--- src/sv/uwdb_pkg.sv ---
package uwdb_pkg;

    localparam int BYTE_W     = 8;
    localparam int ADDR_W     = 7;
    localparam int VALUE_W    = 32;
    localparam int IN_DATA_W  = 40;
    localparam int DGRAM_LEN  = 8;
    localparam int BEAT_CNT_W = 3;
    localparam int PADDR_W    = 3;
    localparam int PDATA_W    = 32;

    localparam logic [BYTE_W-1:0]     SYNC_BYTE  = 8'h05;
    localparam logic [BYTE_W-1:0]     WRITE_FLAG = 8'h80;
    localparam logic [BYTE_W-1:0]     CRC_POLY   = 8'h07;
    localparam logic [BEAT_CNT_W-1:0] LAST_BEAT  = 3'd7;
    localparam logic [PADDR_W-1:0]    ADDR_NODE  = 3'd0;

    localparam logic [BYTE_W-1:0] NODE_ADDRESS_RESET = 8'h00;

    // One datagram on its way through the CRC stages.
    typedef struct packed {
        logic [BYTE_W-1:0]  node;
        logic [BYTE_W-1:0]  addr;
        logic [VALUE_W-1:0] value;
        logic [BYTE_W-1:0]  crc;
    } dgram_t;

    // CRC8 update over one byte, data bits taken least significant first.
    function automatic logic [BYTE_W-1:0] crc8_update(
        input logic [BYTE_W-1:0] acc,
        input logic [BYTE_W-1:0] data
    );
        logic [BYTE_W-1:0] c;
        c = acc;
        for (int i = 0; i < BYTE_W; i++)
        begin
            if (c[BYTE_W-1] ^ data[i])
                c = {c[BYTE_W-2:0], 1'b0} ^ CRC_POLY;
            else
                c = {c[BYTE_W-2:0], 1'b0};
        end
        return c;
    endfunction

    // The sync byte never changes, so its CRC contribution is fixed.
    localparam logic [BYTE_W-1:0] CRC_AFTER_SYNC = crc8_update(8'h00, SYNC_BYTE);

endpackage

--- src/sv/uart_write_datagram_builder_unit.sv ---
// Channel   Dir  Width  Contents
// s_axis    in   40     register write request: reg_address, reg_value
// m_axis    out  8      datagram bytes in wire order, tlast on the CRC byte
// apb       in   3/32   node_address at byte address 0
//
// Each request yields eight bytes, one per cycle on m_axis while m_axis_tready
// is high; the one-byte output serializer takes the next request as the CRC byte leaves.
// After acceptance a request passes three CRC stages, then loads the serializer.
// Reset clears all valid bits, the serializer's busy flag and counter, and node_address.
// With m_axis_tready low the current byte holds; the stages keep up to three
// more requests before s_axis_tready drops.
module uart_write_datagram_builder_unit
(
    input  logic                                 clk,
    input  logic                                 rst_n,
    input  logic                                 s_axis_tvalid,
    output logic                                 s_axis_tready,
    input  logic [uwdb_pkg::IN_DATA_W-1:0]       s_axis_tdata,  // reg_address[6:0], reg_value[38:7], pad
    output logic                                 m_axis_tvalid,
    input  logic                                 m_axis_tready,
    output logic [uwdb_pkg::BYTE_W-1:0]          m_axis_tdata,  // tx_byte[7:0]
    output logic                                 m_axis_tlast,
    input  logic                                 psel,
    input  logic                                 penable,
    input  logic                                 pwrite,
    input  logic [uwdb_pkg::PADDR_W-1:0]         paddr,
    input  logic [uwdb_pkg::PDATA_W-1:0]         pwdata,
    output logic [uwdb_pkg::PDATA_W-1:0]         prdata,
    output logic                                 pready
);

    logic [uwdb_pkg::BYTE_W-1:0] node_address_reg;

    uwdb_pkg::dgram_t s0_data;
    uwdb_pkg::dgram_t s1_data;
    uwdb_pkg::dgram_t s2_data;
    uwdb_pkg::dgram_t s3_data;
    logic             s1_valid;
    logic             s1_ready;
    logic             s2_valid;
    logic             s2_ready;
    logic             s3_valid;
    logic             s3_ready;

    // Configuration
    assign pready = 1'b1;

    always_ff @(posedge clk or negedge rst_n)
    begin
        if (!rst_n)
            node_address_reg <= uwdb_pkg::NODE_ADDRESS_RESET;
        else if (psel && penable && pwrite && pready && (paddr == uwdb_pkg::ADDR_NODE))
            node_address_reg <= pwdata[uwdb_pkg::BYTE_W-1:0];
    end

    always_comb
    begin
        prdata = '0;
        if (paddr == uwdb_pkg::ADDR_NODE)
            prdata = {{(uwdb_pkg::PDATA_W-uwdb_pkg::BYTE_W){1'b0}}, node_address_reg};
    end

    // Build the request's datagram fields; the sync byte is already in the CRC.
    always_comb
    begin
        s0_data.node  = node_address_reg;
        s0_data.addr  = {1'b0, s_axis_tdata[uwdb_pkg::ADDR_W-1:0]} | uwdb_pkg::WRITE_FLAG;
        s0_data.value = s_axis_tdata[uwdb_pkg::ADDR_W +: uwdb_pkg::VALUE_W];
        s0_data.crc   = uwdb_pkg::CRC_AFTER_SYNC;
    end

    uwdb_crc_stage u_stage1
    (
        .clk       (clk),
        .rst_n     (rst_n),
        .in_valid  (s_axis_tvalid),
        .in_ready  (s_axis_tready),
        .in_data   (s0_data),
        .byte_a    (s0_data.node),
        .byte_b    (s0_data.addr),
        .out_valid (s1_valid),
        .out_ready (s1_ready),
        .out_data  (s1_data)
    );

    uwdb_crc_stage u_stage2
    (
        .clk       (clk),
        .rst_n     (rst_n),
        .in_valid  (s1_valid),
        .in_ready  (s1_ready),
        .in_data   (s1_data),
        .byte_a    (s1_data.value[31:24]),
        .byte_b    (s1_data.value[23:16]),
        .out_valid (s2_valid),
        .out_ready (s2_ready),
        .out_data  (s2_data)
    );

    uwdb_crc_stage u_stage3
    (
        .clk       (clk),
        .rst_n     (rst_n),
        .in_valid  (s2_valid),
        .in_ready  (s2_ready),
        .in_data   (s2_data),
        .byte_a    (s2_data.value[15:8]),
        .byte_b    (s2_data.value[7:0]),
        .out_valid (s3_valid),
        .out_ready (s3_ready),
        .out_data  (s3_data)
    );

    uwdb_serializer u_ser
    (
        .clk       (clk),
        .rst_n     (rst_n),
        .in_valid  (s3_valid),
        .in_ready  (s3_ready),
        .in_data   (s3_data),
        .out_valid (m_axis_tvalid),
        .out_ready (m_axis_tready),
        .out_byte  (m_axis_tdata),
        .out_last  (m_axis_tlast)
    );

endmodule

--- src/sv/uwdb_crc_stage.sv ---
module uwdb_crc_stage
(
    input  logic                        clk,
    input  logic                        rst_n,
    input  logic                        in_valid,
    output logic                        in_ready,
    input  uwdb_pkg::dgram_t            in_data,
    input  logic [uwdb_pkg::BYTE_W-1:0] byte_a,
    input  logic [uwdb_pkg::BYTE_W-1:0] byte_b,
    output logic                        out_valid,
    input  logic                        out_ready,
    output uwdb_pkg::dgram_t            out_data
);

    logic             valid_reg;
    uwdb_pkg::dgram_t data_reg;
    uwdb_pkg::dgram_t data_next;

    assign in_ready = !valid_reg || out_ready;

    // Fold two datagram bytes, in transmit order, into the running CRC.
    always_comb
    begin
        data_next     = in_data;
        data_next.crc = uwdb_pkg::crc8_update(uwdb_pkg::crc8_update(in_data.crc, byte_a),
                                              byte_b);
    end

    always_ff @(posedge clk or negedge rst_n)
    begin
        if (!rst_n)
            valid_reg <= 1'b0;
        else if (in_ready)
            valid_reg <= in_valid;
    end

    always_ff @(posedge clk)
    begin
        if (in_valid && in_ready)
            data_reg <= data_next;
    end

    assign out_valid = valid_reg;
    assign out_data  = data_reg;

endmodule

--- src/sv/uwdb_serializer.sv ---
module uwdb_serializer
(
    input  logic                        clk,
    input  logic                        rst_n,
    input  logic                        in_valid,
    output logic                        in_ready,
    input  uwdb_pkg::dgram_t            in_data,
    output logic                        out_valid,
    input  logic                        out_ready,
    output logic [uwdb_pkg::BYTE_W-1:0] out_byte,
    output logic                        out_last
);

    localparam int SHIFT_W = uwdb_pkg::BYTE_W * uwdb_pkg::DGRAM_LEN;

    logic                              busy_reg;
    logic [uwdb_pkg::BEAT_CNT_W-1:0]   cnt_reg;
    logic [SHIFT_W-1:0]                shift_reg;
    logic [SHIFT_W-1:0]                load_bytes;
    logic                              at_last;
    logic                              load;

    assign at_last  = (cnt_reg == uwdb_pkg::LAST_BEAT);
    assign in_ready = !busy_reg || (out_ready && at_last);
    assign load     = in_valid && in_ready;

    // First byte on the wire sits in the lowest bits.
    assign load_bytes = {in_data.crc,
                         in_data.value[7:0],
                         in_data.value[15:8],
                         in_data.value[23:16],
                         in_data.value[31:24],
                         in_data.addr,
                         in_data.node,
                         uwdb_pkg::SYNC_BYTE};

    always_ff @(posedge clk or negedge rst_n)
    begin
        if (!rst_n)
        begin
            busy_reg <= 1'b0;
            cnt_reg  <= '0;
        end
        else if (load)
        begin
            busy_reg <= 1'b1;
            cnt_reg  <= '0;
        end
        else if (busy_reg && out_ready)
        begin
            if (at_last)
                busy_reg <= 1'b0;
            else
                cnt_reg <= cnt_reg + 1'b1;
        end
    end

    always_ff @(posedge clk)
    begin
        if (load)
            shift_reg <= load_bytes;
        else if (busy_reg && out_ready)
            shift_reg <= {{uwdb_pkg::BYTE_W{1'b0}}, shift_reg[SHIFT_W-1:uwdb_pkg::BYTE_W]};
    end

    assign out_valid = busy_reg;
    assign out_byte  = shift_reg[uwdb_pkg::BYTE_W-1:0];
    assign out_last  = at_last;

endmodule

--- config.mk ---
export PLATFORM = sky130hd
export DESIGN_NAME = uart_write_datagram_builder_unit
export DESIGN_NICKNAME = d
export VERILOG_FILES = /design/src/sv/uwdb_pkg.sv /design/src/sv/uart_write_datagram_builder_unit.sv /design/src/sv/uwdb_crc_stage.sv /design/src/sv/uwdb_serializer.sv
export SDC_FILE = /design/constraint.sdc
export NUM_CORES = 1
export LEC_CHECK = 0
export ABC_AREA = 0
export CAP_MARGIN = 20
export CORE_MARGIN = 5
export CORE_UTILIZATION = 68
export DETAILED_ROUTE_END_ITERATION = 12
export DONT_BUFFER_PORTS = 1
export PLACE_DENSITY = 0.9
export RECOVER_POWER = 50
export SLEW_MARGIN = 20
export SYNTH_ARGS = -nofsm -noshare
export SYNTH_HDL_FRONTEND = slang
export SYNTH_SLANG_ARGS = --single-unit
--- constraint.sdc ---
create_clock -name clk -period 7.4 [get_ports clk]
set_input_delay 0.74 -clock clk [delete_from_list [all_inputs] [get_ports clk]]
set_output_delay 0.74 -clock clk [all_outputs]
set_load 0.005 [all_outputs]
==> impl_results.md, run 1 <==
* PostCTS Resize Cnt at 0
* DIE AREA at 16750 um2
* Hold_sp: s_axis_tdata[32]
* Crit Path Max Fanout at 55
* FMAX at 252.9 MHz
* Crit end category: flip-flop
* Power Dens Cells at 311.5 nW/um2
* Initial antenna violation count at 0
* Final min period at 3.954 ns
* Max Root-Sink Buffers at 3
* Max cap viols at 2
* Vias/cell at 5.919
* Violated checks: capacitance limit, slew limit
* Launch point of the worst path: u_ser.cnt_reg[0]
* Final setup violation count at 0
* Worst skew pair latency at 0.50 ns
* Hold buffers post-CTS at 1
* Most common cell in the netlist: edfxtp_1
* Hold slack final at 0.3278 ns
* CP Data Arrival Time at 3.99 ns
* Slew margin rel. at -106.6%
* Crit path launch type: flip-flop
* Wire length on met1 at 6757 um
* Max reg flops at 64
* Hpwl dp at 10760 um
* Layout area overhead at 7.430%
* Synth top cells by count: 221 x edfxtp_1, 115 x nand2_1, 81 x xnor2_1
* TritonCTS Buffers at 23
* DR top layer: met4
* Initial Util at 69.61%
* Reg-to-Reg Start: u_ser.cnt_reg[0]
* Mapped Area at 9699 um2
* Max Slew Vio Count at 115
* #FFs+latches synth at 244
* Die X at 129.4 um
* RSZ-0062 raised after global routing: false
* Worst-path clk slew at 0.06 ns
* Clock skew at 0.01529 ns
* Overall routed net length at 17740 um
* Leading area contributor after synthesis: edfxtp_1
* Placed Cells at 781
* Post-CTS setup buffers at 0
* Initial drt markers at 688
* Die Ht at 129.4 um
* Hold Path Class: in -> reg
* Slew @ Worst Pin at 3.099 ns
* H-tree Lvls at 1
* # IOs at 126
* Share of cells above drive strength 1 at 7.465%
* Root buffer cell: clkbuf_16
* Syn_area_per_cell at 15.44 um2
* Final nets at 711
* Drc violations at 0
* WS Path Type: reg -> reg
* Sequential element share of the synthesized area at 73.94%
* Post-Place Cell Area at 9732 um2
* Yosys warns at 0
* CTS tree: done
* Final Wtd Congestion at 0.9102
* Netlist cell types at 33
* Core area at 13930 um2
* Final non-filler cell total at 823
* Clock sinks at 244
* GRT Total Usage at 21.79%
* Leakage power at 0.003544 uW
* Number of synthesized flops with an enable pin at 221
* Fill cells at 694
* GRT Residual Overflow at 0
* Top_reg_cell synth: edfxtp_1
* DR pass1 iterations at 5
* Top cell type's share of synthesized area at 68.42%
* Port bufs at 0
* Fin area at 10420 um2
* Vias at 4871
* First-pass GRT wire length at 27340 um
* Fin crit share at 53.44%
* Status: finished with violations
* Hold violation total from the final report at 0
* DR WL met2 at 8966 um
* Antenna cells at 0
* Antenna-violating nets left at 0
* Ys async rst share at 6.148%
* Largest net degree at the start of global routing at 112
* WP data required at 7.44 ns
* Wire length on met3 at 1530 um
* Setup tns final at 0 ns
* Number of global-route vias before repair at 4908
* Std cell rows at 43
* Post-synthesis cell count at 628
* Top cells by area, synth: edfxtp_1 68%, xnor2_1 7.3%, nand2_1 4.5%
* Routed len/inst at 21.56 um
* Worst IR drop on VDD at 0.3115 mV
## through the flow
step	util [%]	setup slack (ns)	total power, uW
5_1_grt	74.78	3.190	3361
2_1_floorplan	-	3.446	2055
6_report	74.78	3.446	3246
3_3_place_gp	69.83	4.711	2102
4_1_cts	74.99	4.575	3258
3_5_place_dp	69.84	4.606	2135
## routing by layer
metal,vias up,track usage (%)
li1,2142,-
met5,-,0
met2,284,36.83
met3,46,4.452
met4,0,6.846
met1,2399,29.09
## logic make-up after synthesis
kind of cell / share of synthesized area (%)
muxes: 0.9288
DFF: 73.94
AOI/OAI and AO/OA: 3.367
xor gates and xnor gates: 11.57
and+or+nand+nor: 6.411
adders and majority gates: 0.2580
other: 0.07743
buffers and inverters: 3.444
## path summary, 6_finish.rpt
kind	to	slack (ns)	cells past startpoint
min in group asynchronous	node_address_reg[1]	0.76	1
max in group asynchronous	u_ser.cnt_reg[0]	6.16	1
worst max-delay path	u_stage3.out_data[36]	3.45	6
worst max register to register	u_stage3.out_data[36]	3.45	6
worst min register to register	u_stage3.out_data[33]	0.41	0
worst min-delay path	u_stage1.out_data[33]	0.33	0
## worst max-delay path, stage by stage, from the launching register on
cell and delay [ns]:
dfrtp_1 0.37, ha_1 0.16, ha_1 0.25, nand2_1 0.12, and3_1 0.26, nor2b_4 0.11
clkbuf_1 2.17
## power by group
group          internal [uW]  switching (uW)  total, uW
combinational            184             233        416
clock                    639             476       1120
sequential              1650            60.9       1710
total                   2480             770       3250
## layout by cell type, fill, tap and decap left out, types with 5 or more instances in the layout
cell type  netlist  layout
conb_1           2      25
dfrtp_1         15      15
clkinv_1         0       7
clkbuf_16        0      23
xnor3_1          6       6
edfxtp_1       221     221
mux2_2           8       8
xor2_1          17      18
clkbuf_1        16       5
o21ai_0         48      48
dfxtp_1          8       8
a21oi_1          6       6
xnor2_1         81      82
nand2_1        115     115
and2_0           0      15
## area by class of cell
class	instances	area, um2	share of cell area (%)
sequential	244	7172	68.83
timing repair buffer	4	28.78	0.2762
tap	180	225.2	2.161
clock buffer	27	590.6	5.668
inverter	2	7.507	0.07205
multi-input combinational	352	2278	21.87
clock inverter	14	117.6	1.129
No activity file was read; power rests on OpenSTA's default activity.
==> run 2: changes to the inputs <==
- CORE_UTILIZATION: 68 -> 57
- PLACE_DENSITY: 0.9 -> 0.81
- clock period: 7.4 -> 3.6 ns (I/O delays scaled with it)
==> run 2 against run 1 <==
  * The run now ends clean
  * Combinational power grew 110%
  * Clock skew shrank 0.0022 ns
  * Sequential power grew 110%
  * Total power grew 110%
  * Final cell count grew 11%
==> impl_results.md, run 2 (same netlist as run 1, synthesis figures left out) <==
* Status: finished, final reports clean (was finished with violations)
* Most frequent cells in the layout: 221 x edfxtp_1, 115 x nand2_1, 82 x xnor2_1 (unchanged)
* PostCTS Resize Cnt at 0 (unchanged)
* WP data required at 3.79 ns (was 7.44 ns)
* Max Slew Vio Count at 0 (was 115)
* Setup tns final at 0 ns (unchanged)
* Initial drt markers at 462 (was 688)
* CP Data Arrival Time at 2.94 ns (was 3.99 ns)
* DR top layer: met4 (unchanged)
* Core area at 16640 um2 (was 13930 um2)
* Routed len/inst at 19.98 um (was 21.56 um)
* Slew margin rel. at 6.351% (was -106.6%)
* Switching Fraction at 23.40% (was 23.71%)
* Wire length on met3 at 1304 um (was 1530 um)
* Logic gate share of total power at 13.1% (was 12.8%)
* Clock skew at 0.01307 ns (was 0.01529 ns)
* Vias/cell at 5.367 (was 5.919)
* Final nets at 763 (was 711)
* Antenna cells at 0 (unchanged)
* Max Root-Sink Buffers at 3 (unchanged)
* Overall routed net length at 18280 um (was 17740 um)
* Internal cell power at 5241 uW (was 2477 uW)
* Final setup violation count at 0 (unchanged)
* Crit end category: flip-flop (unchanged)
* RSZ-0062 raised after global routing: false (unchanged)
* Worst-path clk slew at 0.06 ns (about the same)
* Post-route total power at 6841 uW (was 3246 uW)
* FMAX at 364.6 MHz (was 252.9 MHz)
* Final Util at 66.44% (was 74.78%)
* Area occupied by multi-input gates at 2296 um2 (was 2278 um2)
* Sequential Power Share at 51.4% (was 52.8%)
* Port bufs at 0 (unchanged)
* WS Path Type: reg -> reg (unchanged)
* Final min period at 2.743 ns (was 3.954 ns)
* Std cell rows at 47 (was 43)
* Initial antenna violation count at 0 (unchanged)
* Post-Place Worst Slack at 0.9763 ns (was 4.606 ns)
* Net Sw Power at 1601 uW (was 769.7 uW)
* Antenna-violating nets left at 0 (unchanged)
* DIE AREA at 19720 um2 (was 16750 um2)
* Setup ws final at 0.8574 ns (was 3.446 ns)
* DR pass1 iterations at 4 (was 5)
* Power Dens Cells at 618.7 nW/um2 (was 311.5 nW/um2)
* Wire length on met1 at 6927 um (was 6757 um)
* First-pass GRT wire length at 28360 um (was 27340 um)
* Root buffer cell: clkbuf_16 (unchanged)
* Clock sinks at 244 (unchanged)
* H-tree Lvls at 1 (unchanged)
* DR WL met2 at 9517 um (was 8966 um)
* CTS tree: done (unchanged)
* Largest net degree at the start of global routing at 83 (was 112)
* Most common cell after layout, fill and taps aside: edfxtp_1 (unchanged)
* Worst skew pair latency at 0.51 ns (was 0.50 ns)
* Number of global-route vias before repair at 5133 (was 4908)
* Worst IR drop on VDD at 0.4698 mV (was 0.3115 mV)
* Layout area overhead at 14.00% (was 7.430%)
* Crit Path Max Fanout at 29 (was 55)
* Die Ht at 140.4 um (was 129.4 um)
* Register area at 7172 um2 (unchanged)
* Drc violations at 0 (unchanged)
* Clock Power Share at 35.5% (was 34.4%)
* Die X at 140.4 um (was 129.4 um)
* Vias at 4911 (was 4871)
* Share of cells above drive strength 1 at 8.489% (was 7.465%)
* Fill cells at 972 (was 694)
* Slew @ Worst Pin at 1.405 ns (was 3.099 ns)
* Final Wtd Congestion at 0.8649 (was 0.9102)
* Initial Util at 58.28% (was 69.61%)
* Hpwl dp at 9783 um (was 10760 um)
* TritonCTS Buffers at 22 (was 23)
* Leakage power at 0.003814 uW (was 0.003544 uW)
* # IOs at 126 (unchanged)
* Crit path launch type: flip-flop (unchanged)
* Max cap viols at 0 (was 2)
* Hold Path Class: in -> reg (unchanged)
* Max reg flops at 64 (unchanged)
* Fin crit share at 76.18% (was 53.44%)
* GRT Residual Overflow at 0 (unchanged)
* GRT Total Usage at 18.51% (was 21.79%)
* Hold violation total from the final report at 0 (unchanged)
==> run 2: cell types whose count changed in the layout (fill, tap and decap cells not counted), sizes merged <==
cell,before,now
dlygate4sd3,1,49
buf,2,7
bufinv,2,3
clkinv,11,6
clkbuf,28,31
==> run 2: metrics by stage <==
step	cells	hold slack [ns]	cell area [um2]
after CTS	912	0.002944	11040
after global routing	915	0.03218	11060
final	915	0.01282	11060
after detailed placement	826	0.06487	9831
after floorplan	651	0.06441	9788
after global placement	826	0.06478	9831
==> run 2: path summary, 6_finish.rpt <==
path                                       start                    end  slack, ns  depth (start not counted)
setup / recovery                u_ser.cnt_reg[0]  u_stage1.out_data[11]       0.86                          7
hold / removal                     m_axis_tready       u_ser.cnt_reg[0]       0.01                          2
setup reg to reg                u_ser.cnt_reg[0]  u_stage1.out_data[11]       0.86                          7
hold reg to reg            u_stage1.out_data[22]  u_stage2.out_data[22]       0.42                          0
max in group asynchronous                  rst_n       u_ser.cnt_reg[0]       2.72                          1
min in group asynchronous                  rst_n     u_stage1.out_valid       0.38                          1
==> run 2: power groups by stage <==
| stage | Combinational [uW] | Sequential, uW | Clock, uW |
|---|---|---|---|
| floorplan | 697 | 3530 | 0 |
| global placement | 761 | 3560 | 0 |
| detailed placement | 800 | 3570 | 0 |
| CTS | 868 | 3510 | 2410 |
| global route | 965 | 3540 | 2590 |
| finish | 894 | 3520 | 2430 |
==> run 2: layout make-up <==
type | count | area share, %
tap | 220 | 2.490
inverter | 2 | 0.06790
multi-input combinational | 352 | 20.76
clock inverter | 10 | 1.120
timing repair buffer | 57 | 5.070
sequential | 244 | 64.86
clock buffer | 30 | 5.624
==> run 2: worst max-delay path, cell delays in order (launching register included) <==
cell and delay [ns]:
dfrtp_1 0.36, ha_1 0.16, ha_1 0.26, nand2_1 0.16, and3_1 0.28, nand3_1 0.19
and2_2 0.63, buf_4 0.38
==> run 2: timing repair <==
item                       CTS  global route
setup buffers                0             0
hold buffers                46             3
setup endpoints to repair    0             0
hold endpoints to repair    60             3
==> run 2: per-layer routing <==
layer	global-route usage (%)	vias up
met2	31.91	201
met4	7.139	0
met1	23.00	2425
met3	4.022	41
met5	0	-
li1	-	2244
==> run 3: changes to the inputs <==
- ABC_AREA: 0 -> 1
- clock period: 3.6 -> 2.35 ns (I/O delays scaled with it)
==> run 3 against run 2 <==
  * The run now ends with setup timing left
  * Clock skew rose by 0.0075 ns
  * Global-route usage rose by 0.91 points
  * Critical endpoint is now s_axis_tready
  * Register-to-register slack got worse by 0.80 ns
  * Clock power rose by 70%
  * Non-clock buffer count rose by 2
  * Worst setup slack got worse by 0.87 ns
==> impl_results.md, run 3 <==
* Status: finished with violations (was finished, final reports clean)
* Violated checks: setup timing
* Drc violations at 0 (unchanged)
* #FFs+latches synth at 244 (unchanged)
* Initial Util at 57.48% (was 58.28%)
* Slew margin rel. at 40.68% (was 6.351%)
* Logic gate share of total power at 17.4% (was 13.1%)
* Final nets at 1127 (was 763)
* Ys async rst share at 6.148% (unchanged)
* DR top layer: met4 (unchanged)
* Mapped Area at 10640 um2 (was 9699 um2)
* Hold Path Sink: node_address_reg[6] (was u_ser.cnt_reg[0])
* Synth top cells by count: 391 x nand2_1, 221 x edfxtp_1, 90 x inv_1 (was 221 x edfxtp_1, 115 x nand2_1, 81 x xnor2_1)
* Net Sw Power at 3133 uW (was 1601 uW)
* Internal cell power at 8518 uW (was 5241 uW)
* Leakage power at 0.005061 uW (was 0.003814 uW)
* Final Wtd Congestion at 0.8512 (was 0.8649)
* Number of synthesized flops with an enable pin at 221 (unchanged)
* WS Path Type: reg -> out (was reg -> reg)
* CP Data Arrival Time at 2.13 ns (was 2.94 ns)
* Top cells by area, synth: edfxtp_1 62%, nand2_1 14%, dfrtp_1 3.5% (was edfxtp_1 68%, xnor2_1 7.3%, nand2_1 4.5%)
* First-pass GRT wire length at 33690 um (was 28360 um)
* Setup ws final at -0.01277 ns (was 0.8574 ns)
* DR pass1 iterations at 5 (was 4)
* FMAX at 423.2 MHz
* Hold Crit Depth at 4 (was 2)
* Wire length on met1 at 8207 um (was 6927 um)
* Number of global-route vias before repair at 6842 (was 5133)
* Final min period at 2.363 ns
* Hold Path Class: in -> reg (unchanged)
* Crit Path Max Fanout at 4 (was 29)
* DIE AREA at 21510 um2 (was 19720 um2)
* Switching Fraction at 26.89% (was 23.40%)
* Most frequent cells in the layout: 391 x nand2_1, 221 x edfxtp_1, 86 x inv_1 (was 221 x edfxtp_1, 115 x nand2_1, 82 x xnor2_1)
* Wire length on met3 at 1338 um (was 1304 um)
* Port bufs at 0 (unchanged)
* Final Util at 66.08% (was 66.44%)
* Std cell rows at 50 (was 47)
* Sequential Power Share at 47.1% (was 51.4%)
* Antenna-violating nets left at 0 (unchanged)
* CTS tree: done (unchanged)
* GRT Residual Overflow at 0 (unchanged)
* WP data required at 2.12 ns (was 3.79 ns)
* Yosys warns at 0 (unchanged)
* Overall routed net length at 20990 um (was 18280 um)
* Worst-path clk slew at 0.06 ns (about the same)
* Hold violation total from the final report at 0 (unchanged)
* Post-synthesis cell count at 988 (was 628)
* Crit path launch type: flip-flop (unchanged)
* H-tree Lvls at 1 (unchanged)
* TritonCTS Buffers at 25 (was 22)
* Max cap viols at 0 (unchanged)
* Die Ht at 146.7 um (was 140.4 um)
* DR WL met2 at 10750 um (was 9517 um)
* Power Dens Cells at 952.2 nW/um2 (was 618.7 nW/um2)
* Syn_area_per_cell at 10.77 um2 (was 15.44 um2)
* Leading area contributor after synthesis: edfxtp_1 (unchanged)
* Most common cell in the netlist: nand2_1 (was edfxtp_1)
* # IOs at 126 (unchanged)
* Initial antenna violation count at 0 (unchanged)
* Worst skew pair latency at 0.52 ns (was 0.51 ns)
* Die X at 146.7 um (was 140.4 um)
* Top_reg_cell synth: edfxtp_1 (unchanged)
* RSZ-0062 raised after global routing: true (was false)
* Hold_sp: penable (was m_axis_tready)
* Worst r2r path cells at 5 (was 7)
* Clock sinks at 244 (unchanged)
* Max Slew Vio Count at 0 (unchanged)
* Slew @ Worst Pin at 0.8865 ns (was 1.405 ns)
* Clock Power Share at 35.5% (about the same)
* Max Root-Sink Buffers at 3 (unchanged)
* Fin crit share at 100.5%
* Initial drt markers at 529 (was 462)
* Worst IR drop on VDD at 0.6971 mV (was 0.4698 mV)
* Clock skew at 0.02053 ns (was 0.01307 ns)
* Sequential element share of the synthesized area at 67.38% (was 73.94%)
* Placed Cells at 1199 (was 826)
* Max reg flops at 64 (unchanged)
* Hpwl dp at 12580 um (was 9783 um)
* Vias/cell at 5.253 (was 5.367)
* Share of cells above drive strength 1 at 8.286% (was 8.489%)
* Most common cell after layout, fill and taps aside: nand2_1 (was edfxtp_1)
* Crit end category: primary output (was flip-flop)
* Vias at 6808 (was 4911)
* Layout area overhead at 14.96% (was 14.00%)
* Final setup violation count at 1 (was 0)
* R2R setup slack at 0.06 ns (was 0.86 ns)
* Core area at 18520 um2 (was 16640 um2)
* Reg-to-Reg Start: u_ser.out_valid (was u_ser.cnt_reg[0])
* Final non-filler cell total at 1296 (was 915)
* Routed len/inst at 16.19 um (was 19.98 um)
* Largest net degree at the start of global routing at 65 (was 83)
* Netlist cell types at 31 (was 33)
* GRT Total Usage at 19.43% (was 18.51%)
* Antenna cells at 0 (unchanged)
* Top cell type's share of synthesized area at 62.35% (was 68.42%)
* RR Endpoint: u_ser.shift_reg[42] (was u_stage1.out_data[11])
* Root buffer cell: clkbuf_16 (unchanged)
-- run 3: kinds of logic (layout without fill, tap and decap cells) --
family	count (synthesis)	after routing	synth area share [%]
adders and majority gates	2	2	0.2351
AOI/OAI and AO/OA	63	63	3.080
xor gates and xnor gates	44	44	4.385
DFF	244	244	67.38
other	2	25	0.07056
and+or+nand+nor	477	477	18.06
buffers and inverters	156	207	6.794
-- run 3: stage by stage --
stage	setup TNS, ns	setup WS [ns]	hold slack, ns	area (um2)	total power [uW]
final	-0.01277	-0.01277	0.1801	12240	11650
after global routing	-0.2505	-0.1183	0.2131	12240	12190
after CTS	0	0.01222	0.07203	12250	11660
after detailed placement	0	0.1264	-0.06031	10880	7491
after global placement	0	0.1697	-0.06026	10880	7383
after floorplan	-4.455	-0.08099	-0.06059	10780	7105
-- run 3: worst max-delay path, cell delays in order (launching register included) --
cell,delay (ns)
dfrtp_1,0.40
ha_2,0.19
ha_4,0.18
a21oi_4,0.20
inv_2,0.07
nor2_4,0.10
inv_2,0.06
nor2_2,0.11
inv_2,0.06
nor2_4,0.14
inv_2,0.07
-- run 3: routing by layer --
layer  track usage [%]  up-vias
met5                 0        -
met4             7.479        0
met2             34.39      275
met3             3.197       63
met1             23.95     3196
li1                  -     3274
-- run 3: worst max-delay path by stage --
stage / endpoint / from / slack [ns] / cells after the start
2_1_floorplan: u_stage2.out_data[0] / u_ser.cnt_reg[0] / -0.08 / 10
3_3_place_gp: u_stage1.out_data[14] / u_ser.cnt_reg[0] / 0.17 / 11
3_5_place_dp: u_stage1.out_data[15] / u_ser.cnt_reg[0] / 0.13 / 11
4_1_cts: s_axis_tready / u_ser.cnt_reg[0] / 0.01 / 10
5_1_grt: s_axis_tready / u_ser.cnt_reg[1] / -0.12 / 10
6_report: s_axis_tready / u_ser.cnt_reg[0] / -0.01 / 10
-- run 3: power by group through the flow --
stage / clock, uW / combinational [uW] / sequential [uW]
after floorplan: 0 / 1620 / 5480
after global placement: 0 / 1840 / 5550
after detailed placement: 0 / 1930 / 5560
after CTS: 4150 / 2030 / 5480
after global routing: 4400 / 2280 / 5510
final: 4140 / 2030 / 5480
-- run 3: final cells by class --
type	count	area, um2
clock buffers	29	640.6
well taps	234	292.8
fillers	1228	6281
flip-flops and latches	244	7172
repair buffers	59	630.6
inverters	102	390.4
multi-input cells	611	2888
clock inverters	17	222.7
-- run 3: repair_timing --
action,in CTS,in global routing
gates resized for setup,2,7
pin swaps,0,4
hold buffers,50,0
endpoints found under the hold margin,64,0
setup buffers,0,1
setup endpoints to repair,1,43
